`src/rtl/gcrt_pkg.sv`:
```
`timescale 1ns / 1ps
// ---------------------------------------------------------------------------
// Grid cell reservation table: package
// Cell status, request and response codes, controller/datapath link types.
// ---------------------------------------------------------------------------
package gcrt_pkg;

   localparam logic [1:0] ST_FREE = 2'd0;
   localparam logic [1:0] ST_OCC  = 2'd1;
   localparam logic [1:0] ST_PRE  = 2'd2;

   localparam logic [1:0] RSP_WAIT   = 2'd0;
   localparam logic [1:0] RSP_GO     = 2'd1;
   localparam logic [1:0] RSP_CHANGE = 2'd2;
   localparam logic [1:0] RSP_NONE   = 2'd3;

   localparam logic [1:0] TYPE_RELEASE = 2'd0;
   localparam logic [1:0] TYPE_OCCUPY  = 2'd1;

   localparam logic [1:0] COUNT_ONE = 2'd1;
   localparam logic [1:0] COUNT_TWO = 2'd2;

   typedef struct packed {
      logic clear;
      logic accept;
      logic eval;
      logic write_b;
      logic load_out;
   } cmd_type;

   typedef struct packed {
      logic clear_last;
      logic need_b;
   } sts_type;

endpackage

```
`src/rtl/gcrt_ctrl.sv`:
```
`timescale 1ns / 1ps
// ---------------------------------------------------------------------------
// Grid cell reservation table: controller
// Sequences the clearing sweep, request capture, table update and result.
// ---------------------------------------------------------------------------
module gcrt_ctrl (
   input  logic              clock,
   input  logic              reset,
   input  logic              req_valid,
   output logic              req_stall,
   output logic              rsp_valid,
   input  logic              rsp_stall,
   output gcrt_pkg::cmd_type cmd,
   input  gcrt_pkg::sts_type sts
);

   typedef enum logic [2:0] {
      S_CLEAR,
      S_IDLE,
      S_EVAL,
      S_WRB,
      S_PUSH
   } state_type;

   state_type state_ff, state_in;
   logic      rsp_valid_ff, rsp_valid_in;
   logic      req_stall_ff, req_stall_in;
   logic      out_free;

   assign out_free = !rsp_valid_ff || !rsp_stall;

   always_comb begin
      state_in = state_ff;
      cmd      = '0;
      case (state_ff)
         S_CLEAR: begin
            cmd.clear = 1'b1;
            if (sts.clear_last) begin
               state_in = S_IDLE;
            end
         end
         S_IDLE: begin
            if (req_valid) begin
               cmd.accept = 1'b1;
               state_in   = S_EVAL;
            end
         end
         S_EVAL: begin
            cmd.eval = 1'b1;
            if (sts.need_b) begin
               state_in = S_WRB;
            end else if (out_free) begin
               cmd.load_out = 1'b1;
               state_in     = S_IDLE;
            end else begin
               state_in = S_PUSH;
            end
         end
         S_WRB: begin
            cmd.write_b = 1'b1;
            if (out_free) begin
               cmd.load_out = 1'b1;
               state_in     = S_IDLE;
            end else begin
               state_in = S_PUSH;
            end
         end
         S_PUSH: begin
            if (out_free) begin
               cmd.load_out = 1'b1;
               state_in     = S_IDLE;
            end
         end
         default: begin
            state_in = S_IDLE;
         end
      endcase
   end

   assign rsp_valid_in = cmd.load_out || (rsp_valid_ff && rsp_stall);
   assign req_stall_in = (state_in != S_IDLE);

   always_ff @(posedge clock) begin
      if (reset) begin
         state_ff     <= S_CLEAR;
         rsp_valid_ff <= 1'b0;
         req_stall_ff <= 1'b1;
      end else begin
         state_ff     <= state_in;
         rsp_valid_ff <= rsp_valid_in;
         req_stall_ff <= req_stall_in;
      end
   end

   assign rsp_valid = rsp_valid_ff;
   assign req_stall = req_stall_ff;

endmodule

```
`config.mk`:
```
export PLATFORM = sky130hd
export DESIGN_NAME = gcrt_ctrl
export DESIGN_NICKNAME = d
export VERILOG_FILES = /design/src/rtl/gcrt_pkg.sv /design/src/rtl/gcrt_ctrl.sv
export SDC_FILE = /design/constraint.sdc
export NUM_CORES = 1
export LEC_CHECK = 0
export BUFFER_PORTS_ARGS = -buffer_cell sky130_fd_sc_hd__buf_2
export CAP_MARGIN = 5
export CORE_AREA = 2 2 39 41
export CTS_CLUSTER_DIAMETER = 120
export DETAILED_ROUTE_END_ITERATION = 8
export DIE_AREA = 0 0 41 43
export GPL_TIMING_DRIVEN = 0
export SLEW_MARGIN = 20
export SYNTH_ARGS = -nofsm -noshare
export SYNTH_HDL_FRONTEND = slang
export SYNTH_SLANG_ARGS = --single-unit
```
`constraint.sdc`:
```
create_clock -name clock -period 1.6 [get_ports clock]
set_clock_uncertainty 0.05 [all_clocks]
set_input_delay 0.24 -clock clock [delete_from_list [all_inputs] [get_ports clock]]
set_output_delay 0.24 -clock clock [all_outputs]
set_load 0.05 [all_outputs]
```
==> results_dict.tcl <==
set metrics [dict create \
    yosysWarnings 0 \
    cpPeakStageDelay_ps 370 \
    critical_path.top_delay_family "flip-flops" \
    insertion_delay_ps 240 \
    arrival_ps 1240 \
    p_clk_share_pct 38.2 \
    hold_viol 0 \
    max_slew_margin_pct 83.4 \
    dpl_worst_slack_ps 137 \
    path_buf_inv 1 \
    antennaDiodeCount 0 \
    num_vias 263 \
    syn_nets 36 \
    htree_levels 1 \
    cts_made_buffers 3 \
    cp-start-kind "flip-flop" \
    p_sw_share_pct 33.8 \
    ys_ff_latch 5 \
    path_max_fanout 7 \
    tightest_slew_ps 246 \
    syn_to_final_growth_pct 58.3 \
    path_cells "and2b_2 > a21oi_4 > a21oi_2 > buf_6" \
    synth_area_per_cell_um2 8.51 \
    status "finished clean" \
    clkSinkCount 5 \
    drt_iter0_drc 2 \
    routedWlPerCell_um 9.62 \
    cts.clk_slew.worst_paths_ps 50 \
    core-area_mm2 0.00138 \
    drive_above_1_share_pct 53.3 \
    hpwl_um 427 \
    internal_power_uw 258 \
    fin_crit_sh_pct 95.9 \
    nNetsFinal 52 \
    syn_inst 30 \
    root_buffer "clkbuf_4" \
    drtPass1Iterations 2 \
    grt_setup_unrepaired "no" \
    fin_crit_ps 1530 \
    grt_pass1_wl_um 841 \
    postCtsSetupRepairBufs 0 \
    post_drt_via_cell_ratio 4.31 \
    cts_buffer_depth 2 \
    critPathKind "reg2out" \
    cts_tree "yes" \
    grt_pass1_vias 191 \
    num_io_pins 13 \
    fin_setup_tns_ps 0 \
    switchingPower_uw 131 \
    cp_slowest_cell "dfxtp_4" \
    io_buffers 12 \
    p_leak_nw 0.161 \
    initial_utilization_pct 18.4 \
    num_rows 14 \
    slew_violations 0 \
    synth_cell_types 18 \
    powerDensity_mw_per_mm2 962 \
    grt_max_degree 11 \
    yosysSeqAreaShare_pct 39.2 \
    netlist_area_um2 255 \
    worstSetupEndpointType "output port" \
    hp-class "in2reg" \
    gp_congestion 0.652 \
    ant_nets 0 \
    wl_um 587 \
    worstPathRequired_ps 1310 \
    dieArea_mm2 0.00176 \
    clock.fmax_ghz 0.652 \
    fp.dieH_um 43 \
    grt_antenna_before_repair 0 \
    die_w_um 41 \
    combPwrFrac_pct 24.7 \
    setup_violations 0 \
    grtUsageTotal_pct 7.52 \
    fin_util_pct 29.2 \
    drcViolationCount 0 \
    grt-ovfl-total 0 \
    maxCapViolCount 0 \
    fin_hold_ws_ps 162 \
    seq_power_share_pct 37.1 \
    fin_ws_ps 65.5 \
    peakVddDrop_v 0.000309 \
    nFillCells 147 \
]
metrics by stage:
stage | total power, mW | std cells | instance area [µm²]
after floorplan | 0.215 | 30 | 267
after global placement | 0.238 | 58 | 347
after detailed placement | 0.240 | 58 | 347
after CTS | 0.391 | 62 | 382
after global routing | 0.410 | 61 | 404
final | 0.389 | 61 | 404
area by class of cell:
cell class | instances | area, µm² | share of cell area [%]
timing repair buffer | 12 | 68.8 | 17.0
clock buffer | 4 | 26.3 | 6.50
sequential | 5 | 109 | 26.9
tap | 16 | 20.0 | 4.95
multi-input combinational | 24 | 180 | 44.6
worst reg2reg max path, delay by kind of cell, from the launching register on:
| family | cells | cell delay (ps) |
|---|---|---|
| DFF | 1 | 370 |
| and+or+nand+nor | 1 | 250 |
| AOI/OAI and AO/OA | 2 | 470 |
what timing repair did:
action,4_1_cts,5_1_grt
endpoints found under the hold margin,0,0
hold buffers,0,0
endpoints found under the setup margin,3,3
gates resized for setup,4,8
pin swaps,0,1
registers in the layout, indices dropped and copies added (netlist names):
register and flops:
req_stall 1, state_ff 3, rsp_valid 1
cells in the mapped netlist, drive strengths merged:
cell | n | area, µm²
nand3b | 2 | 15.0
nand2 | 1 | 3.75
nor3 | 2 | 10.0
nor2 | 2 | 7.51
a21oi | 4 | 20.0
nor2b | 2 | 12.5
buf | 1 | 5.00
nand2b | 1 | 6.26
a31oi | 1 | 6.26
a311o | 1 | 10.0
and2 | 2 | 12.5
nor4b | 1 | 8.76
dfxtp | 5 | 100
o21ai | 2 | 10.0
and2b | 1 | 7.51
nor3b | 2 | 20.0
power groups by stage:
| stage | clock network (mW) | logic (mW) | registers [mW] |
|---|---|---|---|
| floorplan | 0 | 0.0625 | 0.153 |
| global placement | 0 | 0.0988 | 0.140 |
| detailed placement | 0 | 0.100 | 0.140 |
| CTS | 0.151 | 0.102 | 0.138 |
| global route | 0.163 | 0.101 | 0.146 |
| finish | 0.149 | 0.0959 | 0.144 |
cells in the final DEF (no fill, tap or decap):
master and count:
a21oi_1 2, clkbuf_4 4, a21oi_4 1, a311o_1 1
o21ai_0 1, dfxtp_2 1, nor2b_2 1, buf_2 10
o21ai_1 1, nand2_1 1, nor4b_1 1, a31oi_1 1
nor3_2 1, a21oi_2 1, nor2b_1 1, clkbuf_1 1
nand3b_1 2, nor2_1 2, buf_6 1, nor3_1 1
dfxtp_4 2, nand2b_1 1, and2b_2 1, and2_1 2
nor3b_4 1, nor3b_1 1, dfxtp_1 2
final timing paths:
check,startpoint,end,slack [ps],depth (start not counted)
worst max-delay path,state_ff[2],cmd[0],70,4
worst min-delay path,reset,state_ff[0],160,2
worst max register to register,state_ff[1],req_stall,350,3
worst min register to register,rsp_valid,state_ff[2],480,2
routing by layer:
metal  vias to the layer above  part of all wire (%)  track usage (%)
met5                         -                     0                0
met4                         0                     0             6.00
met3                         0                    10             4.71
met2                        12                    35             6.88
met1                       111                    54             11.2
li1                        140                     -                -
cells by family (layout without fill, tap and decap cells):
kind of cell    after synthesis  count (layout)  synth area share [%]
simple gates                 16              16                  40.7
compound gates                8               8                  18.1
flops                         5               5                  39.2
buf+inv                       1              16                  1.96
Note: power is estimated with default switching activity, not from simulation.
